**src/rtl/core/osm_pkg.sv**
```systemverilog
// ============================================================================
// osm_pkg
// Shared types and constants for the order-statistic multiset unit.
// ============================================================================
`default_nettype none

package osm_pkg;

    // Default number of cells in the row (stored values).
    localparam int CAPACITY_DEF = 1024;

    // Fixed answers when nothing lies below or above.
    localparam logic signed [31:0] LOW_BOUND  = -32'sd2147483647;
    localparam logic signed [31:0] HIGH_BOUND = 32'sd2147483647;

    typedef enum logic [2:0] {
        MODE_RANK   = 3'd0,
        MODE_KTH    = 3'd1,
        MODE_PRED   = 3'd2,
        MODE_SUCC   = 3'd3,
        MODE_INSERT = 3'd4
    } mode_t;

    typedef struct packed {
        logic [2:0]         mode;
        logic signed [31:0] operand;
    } item_t;

    typedef struct packed {
        logic signed [31:0] answer;
        logic               status;
    } result_t;

    // Operation traveling down the row. For insert, key is the value
    // still looking for a home.
    typedef struct packed {
        mode_t              mode;
        logic signed [31:0] key;
        logic signed [31:0] answer;
        logic               done;
        logic               status;
    } op_t;

endpackage

`default_nettype wire

```
**src/rtl/core/osm_cell.sv**
```systemverilog
// ============================================================================
// osm_cell
// One stored value; applies the passing operation and hands it on.
// ============================================================================
`default_nettype none

module osm_cell #(
    parameter int CAPACITY = osm_pkg::CAPACITY_DEF,
    parameter int INDEX    = 0,
    localparam int CW      = $clog2(CAPACITY + 1)
) (
    input  wire logic          clk,
    input  wire logic          rst_n,
    input  wire logic          adv,
    input  wire logic          up_valid,
    input  wire osm_pkg::op_t  up_op,
    input  wire logic [CW-1:0] up_left,
    input  wire logic [CW-1:0] up_cnt,
    output logic               dn_valid,
    output osm_pkg::op_t       dn_op,
    output logic [CW-1:0]      dn_left,
    output logic [CW-1:0]      dn_cnt
);

    logic signed [31:0] value_reg;
    logic signed [31:0] value_next;
    logic               occ;
    logic               lt;
    logic               gt;
    logic               dn_valid_reg;
    osm_pkg::op_t       dn_op_reg;
    osm_pkg::op_t       dn_op_next;
    logic [CW-1:0]      dn_left_reg;
    logic [CW-1:0]      dn_left_next;
    logic [CW-1:0]      dn_cnt_reg;
    logic [CW-1:0]      dn_cnt_next;

    // up_left counts occupied cells from here on
    assign occ = (up_left != '0);
    assign lt  = (value_reg < up_op.key);
    assign gt  = (value_reg > up_op.key);

    always_comb
    begin
        value_next   = value_reg;
        dn_op_next   = up_op;
        dn_cnt_next  = up_cnt;
        dn_left_next = occ ? (up_left - 1'b1) : '0;
        if (up_valid && !up_op.done)
        begin
            unique case (up_op.mode)
                osm_pkg::MODE_RANK:
                begin
                    if (occ && lt)
                    begin
                        dn_cnt_next = up_cnt + 1'b1;
                    end
                end
                osm_pkg::MODE_KTH:
                begin
                    if (occ && up_cnt == CW'(INDEX))
                    begin
                        dn_op_next.answer = value_reg;
                        dn_op_next.done   = 1'b1;
                    end
                end
                osm_pkg::MODE_PRED:
                begin
                    if (occ && lt)
                    begin
                        dn_op_next.answer = value_reg;
                    end
                end
                osm_pkg::MODE_SUCC:
                begin
                    if (occ && gt)
                    begin
                        dn_op_next.answer = value_reg;
                        dn_op_next.done   = 1'b1;
                    end
                end
                osm_pkg::MODE_INSERT:
                begin
                    // keep the smaller, pass the larger; empty cell takes it
                    if (!occ)
                    begin
                        value_next      = up_op.key;
                        dn_op_next.done = 1'b1;
                    end
                    else if (gt)
                    begin
                        value_next     = up_op.key;
                        dn_op_next.key = value_reg;
                    end
                end
                default:
                begin
                end
            endcase
        end
    end

    always_ff @(posedge clk or negedge rst_n)
    begin
        if (!rst_n)
        begin
            dn_valid_reg <= 1'b0;
        end
        else if (adv)
        begin
            dn_valid_reg <= up_valid;
        end
    end

    always_ff @(posedge clk)
    begin
        if (adv)
        begin
            value_reg   <= value_next;
            dn_op_reg   <= dn_op_next;
            dn_left_reg <= dn_left_next;
            dn_cnt_reg  <= dn_cnt_next;
        end
    end

    assign dn_valid = dn_valid_reg;
    assign dn_op    = dn_op_reg;
    assign dn_left  = dn_left_reg;
    assign dn_cnt   = dn_cnt_reg;

endmodule

`default_nettype wire

```
**config.mk**
```make
export PLATFORM = sky130hd
export DESIGN_NAME = osm_cell
export DESIGN_NICKNAME = d
export VERILOG_FILES = /design/src/rtl/core/osm_pkg.sv /design/src/rtl/core/osm_cell.sv
export SDC_FILE = /design/constraint.sdc
export NUM_CORES = 1
export LEC_CHECK = 0
export BUFFER_PORTS_ARGS = -buffer_cell sky130_fd_sc_hd__buf_4
export CORE_MARGIN = 8
export CORE_UTILIZATION = 55
export CTS_CLUSTER_DIAMETER = 80
export DETAILED_ROUTE_END_ITERATION = 10
export PLACE_DENSITY = 0.85
export SLEW_MARGIN = 25
export SYNTH_ARGS = -nofsm -noshare
export SYNTH_HDL_FRONTEND = slang
export SYNTH_SLANG_ARGS = --single-unit
export TNS_END_PERCENT = 5
```
**constraint.sdc**
```tcl
create_clock -name clk -period 9.2 [get_ports clk]
set_input_delay 0.46 -clock clk [delete_from_list [all_inputs] [get_ports clk]]
set_output_delay 0.46 -clock clk [all_outputs]
set_load 0.03 [all_outputs]
```
==> impl_metrics.tcl <==
set metrics [dict create \
    status "finished, final reports clean" \
    ant_nets 0 \
    grt_pass1_wl_mm 23.05 \
    clk_latency_ns 0.51 \
    startpoint_type "register" \
    clkPwrFrac_pct 43.4 \
    fin_skew_ns 0.007696 \
    hold_ws_ns 0.1264 \
    final-setup-viol-count 0 \
    largest_reg_flops 69 \
    ir_drop_mv 0.1093 \
    via_per_inst 5.490 \
    grt_pass1_vias 4499 \
    synth_most_common_cell "edfxtp_1" \
    route.detailed.drc 0 \
    grt_setup_unrepaired "false" \
    yosys.area.top_type "edfxtp_1" \
    pwr-share-seq_pct 43.7 \
    h-tree-depth 4 \
    io_pins 187 \
    critPathMaxFanout 23 \
    diodes 0 \
    endpoint_kind "register" \
    max_freq_ghz 0.2594 \
    clkTransAtPathRegs_ns 0.06 \
    combPwrFrac_pct 12.9 \
    cts_buffers 17 \
    worst_slew_pin_slew_ns 0.9645 \
    synth_nets 535 \
    synth_top_cells_by_count "edfxtp_1 (123), inv_1 (38), ha_1 (35)" \
    setup.worst_path.class "register to register" \
    fp.dieH_um 119.7 \
    syn-mean-instance-area_um2 14.60 \
    hold_violations 0 \
    maxSlewHeadroom_pct 35.55 \
    placed_cell_area_mm2 0.007473 \
    syn2layout_area_growth_pct 36.32 \
    synth_xor_area_share_pct 2.222 \
    synthAdderAreaFrac_pct 7.407 \
    ys_async_sr_fraction_pct 0.8065 \
    io_buffers 186 \
    hpwl_mm 10.44 \
    p_leak_nw 3.377 \
    multiInputGateArea_mm2 0.002011 \
    fin_crit_sh_pct 41.90 \
    drt_wl_total_mm 14.51 \
    ys_ff_latch 124 \
    layout-drive-gt1-share_pct 41.20 \
    cap_violations 0 \
    cts_buffer_depth 2 \
    final.setup.tns_ns 0 \
    netlist-cell-type-count 45 \
    seq_area_frac_synth_pct 62.90 \
    vias 4167 \
    drt_iter0_drc 295 \
    power_switching_mw 0.3494 \
    required_ns 9.45 \
    start_util_pct 55.51 \
    internal_power_mw 1.171 \
    grt_use_total_pct 20.46 \
    min_path_type "primary input to register" \
    clockRootBuffer "clkbuf_8" \
    synthMuxAreaShare_pct 12.00 \
    synth_edf_count 123 \
    ys.flop_type "edfxtp_1" \
    syn_area_mm2 0.005912 \
    fin_crit_ns 3.855 \
    ys_top_cells_by_area "edfxtp_1 (62%), ha_1 (7.4%), mux2_2 (6.5%)" \
    yosysTopAreaCellShare_pct 62.48 \
    p_per_area_mw_per_mm2 188.7 \
    gp_congestion 0.7898 \
    synth_top_family_by_area "multiplexers" \
    seq_area_mm2 0.003719 \
    syn_inst 405 \
    grt_max_degree 52 \
    dr.pass1.iters 4 \
    arrival_ns 4.11 \
    fillers 685 \
    synthSimpleGateAreaFrac_pct 7.534 \
    tritoncts "done" \
    fp.coreArea_mm2 0.01065 \
    wl_per_cell_um 19.12 \
    die_width_um 119.7 \
    clock_sink_count 124 \
    fp.dieArea_mm2 0.01432 \
    rows 38 \
    yosys_warnings 0 \
    final_area_mm2 0.008059 \
    nets 737 \
    sw_frac_of_total_pct 22.98 \
    overflow 0 \
    synth-compound-area-share_pct 4.635 \
    slew_viol_final 0 \
    cts_resized 0 \
    antenna_found_initial 0 \
]
final cells by class:
| class | count | area share [%] |
|---|---|---|
| Sequential cell | 124 | 46.14 |
| Multi-Input combinational cell | 235 | 24.95 |
| Timing Repair Buffer | 191 | 17.82 |
| Clock buffer | 20 | 5.279 |
| Tap cell | 140 | 2.174 |
| Clock inverter | 11 | 1.863 |
| Inverter | 38 | 1.770 |
layout by cell type (no fill, tap or decap), drive strengths merged, types with 2 or more instances in the layout:
cell,Yosys,final
mux2,63,63
bufinv,0,4
edfxtp,123,123
xnor2,14,14
inv,38,38
and4,2,2
nand4b,2,2
a31oi,3,3
clkbuf,5,20
nand3,10,10
nor2b,3,3
clkinv,0,7
a21oi,15,15
nand4,14,14
nand2,13,13
buf,3,190
nor4,3,3
or3,3,3
o21bai,2,2
and3,5,5
ha,35,35
nor3,8,8
nor2,14,14
o21ai,6,6
power groups by stage:
| stage | registers [mW] | clock network (mW) | logic (mW) |
|---|---|---|---|
| final | 0.664 | 0.661 | 0.196 |
| after global routing | 0.666 | 0.695 | 0.210 |
| after CTS | 0.664 | 0.672 | 0.198 |
| after detailed placement | 0.675 | 0 | 0.196 |
| after global placement | 0.673 | 0 | 0.191 |
| after floorplan | 0.728 | 0 | 0.0429 |
metal layers:
metal | global-route usage, % | up-vias | wire [µm]
met3 | 10.05 | 18 | 1426
met4 | 6.011 | 0 | 171
met5 | 0 | - | 0
met1 | 22.43 | 2040 | 5627
li1 | - | 1948 | -
met2 | 34.44 | 161 | 7283
logic make-up (layout without fill, tap and decap cells):
group,after synthesis,after routing
flops,124,124
compound gates,39,39
simple gates,83,83
xor+xnor,15,15
fa+ha+maj,35,35
mux,63,63
buf+inv,46,260
metrics by stage:
| stage | instances | power, mW | utilization, % | worst slack, ns |
|---|---|---|---|---|
| after floorplan | 405 | 0.7712 | - | 5.613 |
| after global placement | 727 | 0.8648 | 70.12 | 5.277 |
| after detailed placement | 727 | 0.8709 | 70.17 | 5.197 |
| after CTS | 759 | 1.534 | 75.67 | 5.310 |
| after global routing | 759 | 1.571 | 75.67 | 5.096 |
| final | 759 | 1.521 | 75.67 | 5.345 |
critical path, cell delays in order (launching register included):
cell,delay [ns]
edfxtp_1,0.41
ha_1,0.34
nand4_1,0.17
nor3_1,0.42
a21boi_1,0.31
o31ai_2,0.12
a41oi_2,0.32
nand4_1,0.23
a31oi_4,0.47
buf_4,0.41
mux2_1,0.38
path summary, 6_finish.rpt:
check,slack (ns),startpoint,endpoint,cells after the start
setup / recovery,5.34,value_reg[14],dn_op[17],10
hold / removal,0.13,up_op[0],dn_op[0],1
setup reg to reg,5.34,value_reg[14],dn_op[17],10
hold reg to reg,0.52,dn_valid,dn_valid,1
max in group asynchronous,8.85,rst_n,dn_valid,2
min in group asynchronous,0.27,rst_n,dn_valid,2
timing repair:
item	in CTS	in global routing
buffers inserted	0	0
endpoints found under the hold margin	1	0
hold buffers	1	0
Note: power is estimated with default switching activity, not from simulation.
