## src/rtl/core/osm_pkg.sv

```systemverilog
// ============================================================================
// osm_pkg
// Shared types and constants for the order-statistic multiset unit.
// ============================================================================
`default_nettype none

package osm_pkg;

    // Default number of cells in the row (stored values).
    localparam int CAPACITY_DEF = 1024;

    // Fixed answers when nothing lies below or above.
    localparam logic signed [31:0] LOW_BOUND  = -32'sd2147483647;
    localparam logic signed [31:0] HIGH_BOUND = 32'sd2147483647;

    typedef enum logic [2:0] {
        MODE_RANK   = 3'd0,
        MODE_KTH    = 3'd1,
        MODE_PRED   = 3'd2,
        MODE_SUCC   = 3'd3,
        MODE_INSERT = 3'd4
    } mode_t;

    typedef struct packed {
        logic [2:0]         mode;
        logic signed [31:0] operand;
    } item_t;

    typedef struct packed {
        logic signed [31:0] answer;
        logic               status;
    } result_t;

    // Operation traveling down the row. For insert, key is the value
    // still looking for a home.
    typedef struct packed {
        mode_t              mode;
        logic signed [31:0] key;
        logic signed [31:0] answer;
        logic               done;
        logic               status;
    } op_t;

endpackage

`default_nettype wire

```

## src/rtl/core/osm_entry.sv

```systemverilog
// ============================================================================
// osm_entry
// Decodes an item into a row operation and tracks the element count.
// ============================================================================
`default_nettype none

module osm_entry #(
    parameter int CAPACITY = osm_pkg::CAPACITY_DEF,
    localparam int CW      = $clog2(CAPACITY + 1)
) (
    input  wire logic          clk,
    input  wire logic          rst_n,
    input  wire logic          adv,
    input  wire logic          item_valid,
    input  wire osm_pkg::item_t item,
    output logic               dn_valid,
    output osm_pkg::op_t       dn_op,
    output logic [CW-1:0]      dn_left,
    output logic [CW-1:0]      dn_cnt
);

    logic              count_full;
    logic [CW-1:0]     count_reg;
    logic [CW-1:0]     count_next;
    logic              dn_valid_reg;
    osm_pkg::op_t      dn_op_reg;
    osm_pkg::op_t      dn_op_next;
    logic [CW-1:0]     dn_left_reg;
    logic [CW-1:0]     dn_cnt_reg;
    logic [CW-1:0]     dn_cnt_next;

    assign count_full = (count_reg == CW'(CAPACITY));

    always_comb
    begin
        dn_op_next.mode   = osm_pkg::MODE_RANK;
        dn_op_next.key    = item.operand;
        dn_op_next.answer = '0;
        dn_op_next.done   = 1'b1;   // unused modes pass through as no-ops
        dn_op_next.status = 1'b0;
        dn_cnt_next       = '0;
        count_next        = count_reg;
        unique case (item.mode)
            osm_pkg::MODE_RANK:
            begin
                dn_op_next.done = 1'b0;
            end
            osm_pkg::MODE_KTH:
            begin
                dn_op_next.mode = osm_pkg::MODE_KTH;
                if (item.operand <= 32'sd0)
                begin
                    dn_op_next.answer = osm_pkg::LOW_BOUND;
                end
                else if (item.operand > $signed({{(32 - CW){1'b0}}, count_reg}))
                begin
                    dn_op_next.answer = osm_pkg::HIGH_BOUND;
                end
                else
                begin
                    dn_op_next.done = 1'b0;
                    dn_cnt_next     = CW'(item.operand - 32'sd1);
                end
            end
            osm_pkg::MODE_PRED:
            begin
                dn_op_next.mode   = osm_pkg::MODE_PRED;
                dn_op_next.answer = osm_pkg::LOW_BOUND;
                dn_op_next.done   = 1'b0;
            end
            osm_pkg::MODE_SUCC:
            begin
                dn_op_next.mode   = osm_pkg::MODE_SUCC;
                dn_op_next.answer = osm_pkg::HIGH_BOUND;
                dn_op_next.done   = 1'b0;
            end
            osm_pkg::MODE_INSERT:
            begin
                dn_op_next.mode = osm_pkg::MODE_INSERT;
                if (count_full)
                begin
                    dn_op_next.status = 1'b1;
                end
                else
                begin
                    dn_op_next.done = 1'b0;
                    if (item_valid && adv)
                    begin
                        count_next = count_reg + 1'b1;
                    end
                end
            end
            default:
            begin
            end
        endcase
    end

    always_ff @(posedge clk or negedge rst_n)
    begin
        if (!rst_n)
        begin
            count_reg    <= '0;
            dn_valid_reg <= 1'b0;
        end
        else
        begin
            count_reg <= count_next;
            if (adv)
            begin
                dn_valid_reg <= item_valid;
            end
        end
    end

    always_ff @(posedge clk)
    begin
        if (adv)
        begin
            dn_op_reg   <= dn_op_next;
            dn_left_reg <= count_reg;
            dn_cnt_reg  <= dn_cnt_next;
        end
    end

    assign dn_valid = dn_valid_reg;
    assign dn_op    = dn_op_reg;
    assign dn_left  = dn_left_reg;
    assign dn_cnt   = dn_cnt_reg;

    a_count_range: assert property (@(posedge clk) disable iff (!rst_n)
        count_reg <= CW'(CAPACITY))
        else $error("element count above capacity");

    a_count_step: assert property (@(posedge clk) disable iff (!rst_n)
        (item_valid && adv && item.mode == osm_pkg::MODE_INSERT && !count_full)
        |=> count_reg == $past(count_reg) + 1'b1)
        else $error("accepted insert did not bump the count");

endmodule

`default_nettype wire

```

## config.mk

```make
export PLATFORM = sky130hd
export DESIGN_NAME = osm_entry
export DESIGN_NICKNAME = d
export VERILOG_FILES = /design/src/rtl/core/osm_pkg.sv /design/src/rtl/core/osm_entry.sv
export SDC_FILE = /design/constraint.sdc
export NUM_CORES = 1
export LEC_CHECK = 0
export BUFFER_PORTS_ARGS = -buffer_cell sky130_fd_sc_hd__buf_2
export CAP_MARGIN = 20
export CELL_PAD_IN_SITES_DETAIL_PLACEMENT = 1
export CELL_PAD_IN_SITES_GLOBAL_PLACEMENT = 2
export CORE_MARGIN = 4
export CORE_UTILIZATION = 32
export CTS_BUF_LIST = sky130_fd_sc_hd__clkbuf_4
export DETAILED_ROUTE_END_ITERATION = 7
export HOLD_SLACK_MARGIN = 0.15
export PLACE_DENSITY_LB_ADDON = 0.25
export SLEW_MARGIN = 20
export SYNTH_ARGS = -nofsm -noshare
export SYNTH_HDL_FRONTEND = slang
export SYNTH_SLANG_ARGS = --single-unit
```

## constraint.sdc

```tcl
create_clock -name clk -period 3.09 [get_ports clk]
set_clock_uncertainty 0.2 [all_clocks]
set_input_delay 0.1545 -clock clk [delete_from_list [all_inputs] [get_ports clk]]
set_output_delay 0.1545 -clock clk [all_outputs]
set_load 0.005 [all_outputs]
```

==> flow_metrics.env, run 1 <==
export IMPL_coreArea_um2=10200
export IMPL_buffer_ports_inserted=130
export IMPL_fp_dieW_um=110
export IMPL_max_slew_worst_pin_slew_ps=813
export IMPL_synth_top_family_by_area="simple AND/OR/NAND/NOR gates"
export IMPL_run_status="completed"
export IMPL_gr_total_overflow=0
export IMPL_rows=37
export IMPL_holdCritPathClass="in -> reg"
export IMPL_slew_violations=0
export IMPL_clock_power_share=0.260
export IMPL_timing_critical_path_to_type="register"
export IMPL_antenna_found_initial=0
export IMPL_yosys_register_bits=74
export IMPL_cts_setup_buffers=0
export IMPL_largest_register_ffs=40
export IMPL_floorplan_io_pins=131
export IMPL_post_drt_wl_per_cell_um=15.8
export IMPL_synthDistinctLibCells=37
export IMPL_total_power_mw=2.27
export IMPL_post_synthesis_cell_count=242
export IMPL_sw_frac_of_total=0.277
export IMPL_p_int_mw=1.64
export IMPL_period_minus_slack_ps=2470
export IMPL_rsz0062_at_grt="no"
export IMPL_cts_htree_levels=3
export IMPL_worst_skew_pair_late_latency_ps=410
export IMPL_highest_clock_rate_mhz=405
export IMPL_worstPathArrival_ps=2510
export IMPL_synth_sequential_area_ratio=0.647
export IMPL_required_ps=3130
export IMPL_clk_root_buffer_cell="sky130_fd_sc_hd__clkbuf_4"
export IMPL_max_cap_violations=0
export IMPL_route_vias_total=2421
export IMPL_power_static_leakage_nw=1.89
export IMPL_seq_power_share=0.563
export IMPL_synth_edff_count=62
export IMPL_synth_area_mux_share=0.00337
export IMPL_cts_path_max_buffers=2
export IMPL_core_util_final=0.439
export IMPL_setup_worst_path_class="reg -> reg"
export IMPL_combinationalPowerShare=0.177
export IMPL_multiInputGateArea_um2=893
export IMPL_worstPathMaxFanout=11
export IMPL_synth_xor_area_share=0.0445
export IMPL_crit_path_max_cell_delay_ps=550
export IMPL_share_of_cells_above_drive_strength_1=0.393
export IMPL_synth_avg_cell_area_um2=13.8
export IMPL_finalCritPeriodShare=0.799
export IMPL_grt_start_max_net_pins=64
export IMPL_relSlewSlack=0.458
export IMPL_die_area_um2=12100
export IMPL_synth_cells_most_frequent="sky130_fd_sc_hd__edfxtp_1, sky130_fd_sc_hd__buf_4, sky130_fd_sc_hd__inv_1"
export IMPL_setup_tns_ps=0
export IMPL_yosysTopAreaCellShare=0.557
export IMPL_synth_adder_area_share=0.0524
export IMPL_fin_ws_ps=621
export IMPL_drtIter0Drc=81
export IMPL_finalNetCount=447
export IMPL_chipHeight_um=110
export IMPL_main_area_contributors_after_synthesis="sky130_fd_sc_hd__edfxtp_1, sky130_fd_sc_hd__dfrtp_1, sky130_fd_sc_hd__buf_4"
export IMPL_power_switching_mw=0.627
export IMPL_routed_wirelength_um=8470
export IMPL_gr_usage_all_layers=0.139
export IMPL_gp_routability_congestion=0.753
export IMPL_antenna_cells_inserted=0
export IMPL_crit_path_start_kind="register"
export IMPL_power_density_nw_per_um2=504
export IMPL_fill_cells=1130
export IMPL_setup_viol_count_final=0
export IMPL_layout_area_seq_um2=2160
export IMPL_worst_ir_drop_vdd_uv=235
export IMPL_crit_path_cells="inv_1, ha_1, a21oi_1, nand2_1, a2111oi_0, o311ai_1, buf_4, nor3_1"
export IMPL_synth_async_sr_flop_share=0.162
export IMPL_cts_made_buffers=9
export IMPL_final_hold_viol_count=0
export IMPL_yosysMostFrequentCell="sky130_fd_sc_hd__edfxtp_1"
export IMPL_ant_nets=0
export IMPL_tritoncts_num_sinks=74
export IMPL_layout_area_overhead_vs_synth_pct=34.4
export IMPL_average_via_count_per_standard_cell=4.53
export IMPL_initial_core_util=0.327
export IMPL_place_hpwl_um=5980
export IMPL_route_detailed_drc=0
export IMPL_final_hold_worst_slack_ps=264
export IMPL_synthesized_area_fraction_occupied_by_ao_oa_aoi_and_oai_cells=0.0423
export IMPL_postSynthNetCount=295
export IMPL_grt_first_pass_wirelength_um=12700
export IMPL_clk_pin_slew_worst_paths_ps=120
export IMPL_synth_simple_area_share=0.125
export IMPL_cts_tree="yes"
export IMPL_synth_main_ff_cell="sky130_fd_sc_hd__edfxtp_1"
export IMPL_highest_delay_cell_along_the_critical_path="sky130_fd_sc_hd__a2111oi_0"
export IMPL_synthesis_yosys_warnings=0
export IMPL_first_global_vias=2489
export IMPL_post_synth_top_area_cell="sky130_fd_sc_hd__edfxtp_1"
export IMPL_syn_area_um2=3340
export IMPL_firstDrtPassIters=4
export IMPL_dp_worst_setup_slack_ps=613
[worst paths after layout]
check	startpoint	depth (start not counted)	slack [ps]	to
max in group asynchronous	rst_n	3	1720	count_reg[10]
hold reg to reg	count_reg[10]	1	320	count_reg[10]
min in group asynchronous	rst_n	3	580	dn_valid
hold / removal	item[25]	2	260	dn_op[59]
setup reg to reg	count_reg[10]	8	620	dn_cnt[5]
setup / recovery	count_reg[10]	8	620	dn_cnt[5]
[worst max-delay path: cells and delay by family, from the launching register on]
kind,cells,cell delay (ps)
AND/OR/NAND/NOR,2,280
buffers and inverters,2,260
flip-flops,1,410
adder cells (fa/ha/maj),1,310
AO/OA/AOI/OAI,3,840
[placed cells by master (no fill, tap or decap), drive strengths merged, types with 2 or more instances in the layout]
| master | synthesis | layout |
|---|---|---|
| buf | 31 | 133 |
| nor3b | 2 | 2 |
| nand4 | 8 | 8 |
| a21oi | 4 | 4 |
| nor4b | 2 | 2 |
| nor2 | 9 | 9 |
| clkbuf | 1 | 9 |
| a211oi | 3 | 3 |
| xor2 | 3 | 3 |
| nor4 | 6 | 6 |
| and3 | 4 | 4 |
| edfxtp | 62 | 62 |
| nand3 | 6 | 6 |
| inv | 15 | 15 |
| nand2 | 7 | 7 |
| or4 | 3 | 3 |
| nor3 | 13 | 13 |
| o21ai | 3 | 3 |
| xnor2 | 14 | 14 |
| nand2b | 4 | 4 |
| o31ai | 2 | 2 |
| and4 | 2 | 2 |
| clkinv | 0 | 5 |
| or3 | 2 | 2 |
| ha | 14 | 14 |
| dlygate4sd3 | 0 | 40 |
| dfrtp | 12 | 12 |
[power groups by stage]
stage | combinational (mW) | sequential (mW) | clock [mW]
after floorplan | 0.212 | 1.28 | 0
after global placement | 0.361 | 1.29 | 0
after CTS | 0.409 | 1.28 | 0.615
after global routing | 0.459 | 1.29 | 0.662
after detailed placement | 0.368 | 1.30 | 0
final | 0.400 | 1.28 | 0.589
[cell families after synthesis]
family | after synthesis
adder cells (fa/ha/maj) | 14
AO/OA/AOI/OAI | 19
flip-flops | 74
multiplexers | 1
XOR/XNOR | 17
buffers and inverters | 47
AND/OR/NAND/NOR | 70
[through the flow]
step,area [um^2],cells
2_1_floorplan,3340,242
3_3_place_gp,3960,479
3_5_place_dp,3960,479
4_1_cts,4490,535
5_1_grt,4490,535
6_report,4490,535
[layer usage]
metal  wire length (um)  GRT usage  up-vias
met3                640     0.0396       10
met2               4240      0.239       74
met1               3470      0.167     1164
met4                128     0.0510        0
met5                  0          0        -
li1                   -          -     1173
[cell type report]
class,instances,area share
Timing Repair Buffer,173,0.239
Sequential cell,74,0.481
Clock buffer,9,0.0150
Inverter,15,0.0125
Clock inverter,7,0.0156
Multi-Input combinational cell,121,0.199
Tap cell,136,0.0379
[timing repair]
action	in CTS	in global routing
resized for setup	0	0
hold endpoints to repair	67	0
hold buffers	40	0
(Power assumes the default switching activity.)
==> run 2, diff against run 1 <==
- ABC_AREA: unset -> 1
- CORE_UTILIZATION: 32 -> 31
- clock period: 3.09 -> 2.3 ns (I/O delays scaled with it)
==> flow_metrics.env, run 2 <==
export IMPL_share_of_cells_above_drive_strength_1=0.364
export IMPL_max_slew_worst_pin_slew_ps=644
export IMPL_die_area_um2=12900
export IMPL_postSynthNetCount=353
export IMPL_slew_violations=0
export IMPL_yosys_register_bits=74
export IMPL_dp_worst_setup_slack_ps=106
export IMPL_place_hpwl_um=6360
export IMPL_synthesis_yosys_warnings=0
export IMPL_synth_async_sr_flop_share=0.162
export IMPL_chipHeight_um=113
export IMPL_route_vias_total=2574
export IMPL_worst_ir_drop_vdd_uv=294
export IMPL_crit_path_cells="dlygate4sd3_1, buf_2, nand2_1, dlygate4sd3_1, nor2_1, o21a_2, nand4_1, o21ai_1, nand2_1"
export IMPL_min_delay_start="item[13]"
export IMPL_post_synth_top_area_cell="sky130_fd_sc_hd__edfxtp_1"
export IMPL_finalNetCount=510
export IMPL_clk_root_buffer_cell="sky130_fd_sc_hd__clkbuf_4"
export IMPL_yosysMostFrequentCell="sky130_fd_sc_hd__edfxtp_1"
export IMPL_crit_path_max_cell_delay_ps=580
export IMPL_power_static_leakage_nw=2.09
export IMPL_sw_frac_of_total=0.277
export IMPL_buffer_ports_inserted=130
export IMPL_rows=38
export IMPL_antenna_cells_inserted=0
export IMPL_gr_usage_all_layers=0.138
export IMPL_clock_power_share=0.233
export IMPL_worstPathMaxFanout=8
export IMPL_run_status="completed"
export IMPL_grt_start_max_net_pins=64
export IMPL_worstPathArrival_ps=2290
export IMPL_synthDistinctLibCells=26
export IMPL_coreArea_um2=10800
export IMPL_p_int_mw=2.18
export IMPL_synth_avg_cell_area_um2=11.5
export IMPL_gr_total_overflow=0
export IMPL_fp_dieW_um=113
export IMPL_holdCritPathClass="in -> reg"
export IMPL_firstDrtPassIters=4
export IMPL_drtIter0Drc=85
export IMPL_layout_cells_most_common="sky130_fd_sc_hd__buf_2"
export IMPL_cts_setup_buffers=0
export IMPL_grt_first_pass_wirelength_um=13800
export IMPL_synth_cells_most_frequent="sky130_fd_sc_hd__edfxtp_1, sky130_fd_sc_hd__nand2_1, sky130_fd_sc_hd__nor2_1"
export IMPL_combinationalPowerShare=0.210
export IMPL_final_hold_viol_count=0
export IMPL_power_switching_mw=0.838
export IMPL_route_detailed_drc=0
export IMPL_crit_path_start_kind="input port"
export IMPL_cts_path_max_buffers=2
export IMPL_floorplan_io_pins=131
export IMPL_post_synthesis_cell_count=300
export IMPL_layout_area_overhead_vs_synth_pct=34.1
export IMPL_post_drt_wl_per_cell_um=14.5
export IMPL_rsz0062_at_grt="no"
export IMPL_power_density_nw_per_um2=653
export IMPL_fill_cells=1249
export IMPL_clk_pin_slew_worst_paths_ps=110
export IMPL_syn_area_um2=3440
export IMPL_setup_tns_ps=0
export IMPL_max_cap_violations=0
export IMPL_first_global_vias=2674
export IMPL_average_via_count_per_standard_cell=4.28
export IMPL_worst_skew_pair_late_latency_ps=420
export IMPL_seq_power_share=0.557
export IMPL_highest_clock_rate_mhz=457
export IMPL_fin_ws_ps=110
export IMPL_routed_wirelength_um=8710
export IMPL_synth_main_ff_cell="sky130_fd_sc_hd__edfxtp_1"
export IMPL_antenna_found_initial=0
export IMPL_most_common_layout_cells="sky130_fd_sc_hd__buf_2, sky130_fd_sc_hd__edfxtp_1, sky130_fd_sc_hd__nand2_1"
export IMPL_largest_register_ffs=40
export IMPL_stdcell_area_um2=4620
export IMPL_finalCritPeriodShare=0.952
export IMPL_timing_rr_start="count_reg[10]"
export IMPL_gp_routability_congestion=0.772
export IMPL_setup_viol_count_final=0
export IMPL_cts_tree="yes"
export IMPL_crit_path_start="adv"
export IMPL_cts_made_buffers=9
export IMPL_relSlewSlack=0.571
export IMPL_required_ps=2400
export IMPL_tritoncts_num_sinks=74
export IMPL_yosysTopAreaCellShare=0.541
export IMPL_synth_edff_count=62
export IMPL_initial_core_util=0.318
export IMPL_cts_htree_levels=3
export IMPL_period_minus_slack_ps=2190
export IMPL_total_power_mw=3.02
export IMPL_ant_nets=0
export IMPL_main_area_contributors_after_synthesis="sky130_fd_sc_hd__edfxtp_1, sky130_fd_sc_hd__dfrtp_1, sky130_fd_sc_hd__buf_4"
export IMPL_synth_sequential_area_ratio=0.628
export IMPL_postPlaceCellArea_um2=4090
export IMPL_setup_worst_path_class="in -> reg"
export IMPL_highest_delay_cell_along_the_critical_path="sky130_fd_sc_hd__dlygate4sd3_1"
export IMPL_timing_critical_path_to_type="register"
==> run 2: logic make-up after synthesis <==
logic type                 count (synthesis)  share of synthesized area
AOI/OAI and AO/OA                         13                     0.0218
xor gates and xnor gates                  17                     0.0432
adders and majority gates                 14                     0.0509
buffers and inverters                     63                      0.102
DFF                                       74                      0.628
and+or+nand+nor                          119                      0.154
==> run 2: critical path, delay by kind of cell <==
family / cells / cell delay, ps
compound gates: 2 / 430
buf+inv: 3 / 1280
simple gates: 4 / 460
==> run 2: per-layer routing <==
layer | global-route usage | wire [um] | vias to the layer above
met4 | 0.0457 | 108 | 0
li1 | - | - | 1274
met5 | 0 | 0 | -
met1 | 0.171 | 3790 | 1199
met2 | 0.233 | 4180 | 92
met3 | 0.0403 | 625 | 9
==> run 2: worst paths after layout <==
| check | endpoint | slack, ps | depth (start not counted) |
|---|---|---|---|
| setup / recovery | count_reg[9] | 110 | 9 |
| hold reg to reg | dn_left[1] | 310 | 0 |
| max in group asynchronous | count_reg[8] | 890 | 3 |
| setup reg to reg | dn_cnt[0] | 180 | 10 |
| min in group asynchronous | count_reg[5] | 550 | 3 |
| hold / removal | dn_op[47] | 230 | 2 |
==> run 2: area by class of cell <==
type / instances / area (um^2) / area share
multi-input combinational: 163 / 930 / 0.201
sequential: 74 / 2160 / 0.468
clock buffer: 14 / 105 / 0.0227
tap: 140 / 175 / 0.0379
clock inverter: 2 / 7.51 / 0.00162
timing repair buffer: 176 / 1110 / 0.241
inverter: 33 / 124 / 0.0268
==> run 2: metrics by stage <==
step                cells   util  hold WS, ps
global placement      545  0.377         -166
CTS                   602  0.426          199
floorplan             300      -         -381
detailed placement    545  0.377         -163
finish                602  0.426          233
global route          602  0.426          191
==> run 2: power by group through the flow <==
stage	combinational (mW)	clock (mW)	sequential (mW)
3_3_place_gp	0.584	0	1.71
3_5_place_dp	0.587	0	1.71
6_report	0.635	0.703	1.68
4_1_cts	0.648	0.736	1.68
2_1_floorplan	0.304	0	1.73
5_1_grt	0.736	0.799	1.70
==> run 2: timing repair <==
item,in CTS,in global routing
endpoints found under the setup margin,0,12
gates resized for setup,0,4
hold buffers,41,0
endpoints found under the hold margin,133,0
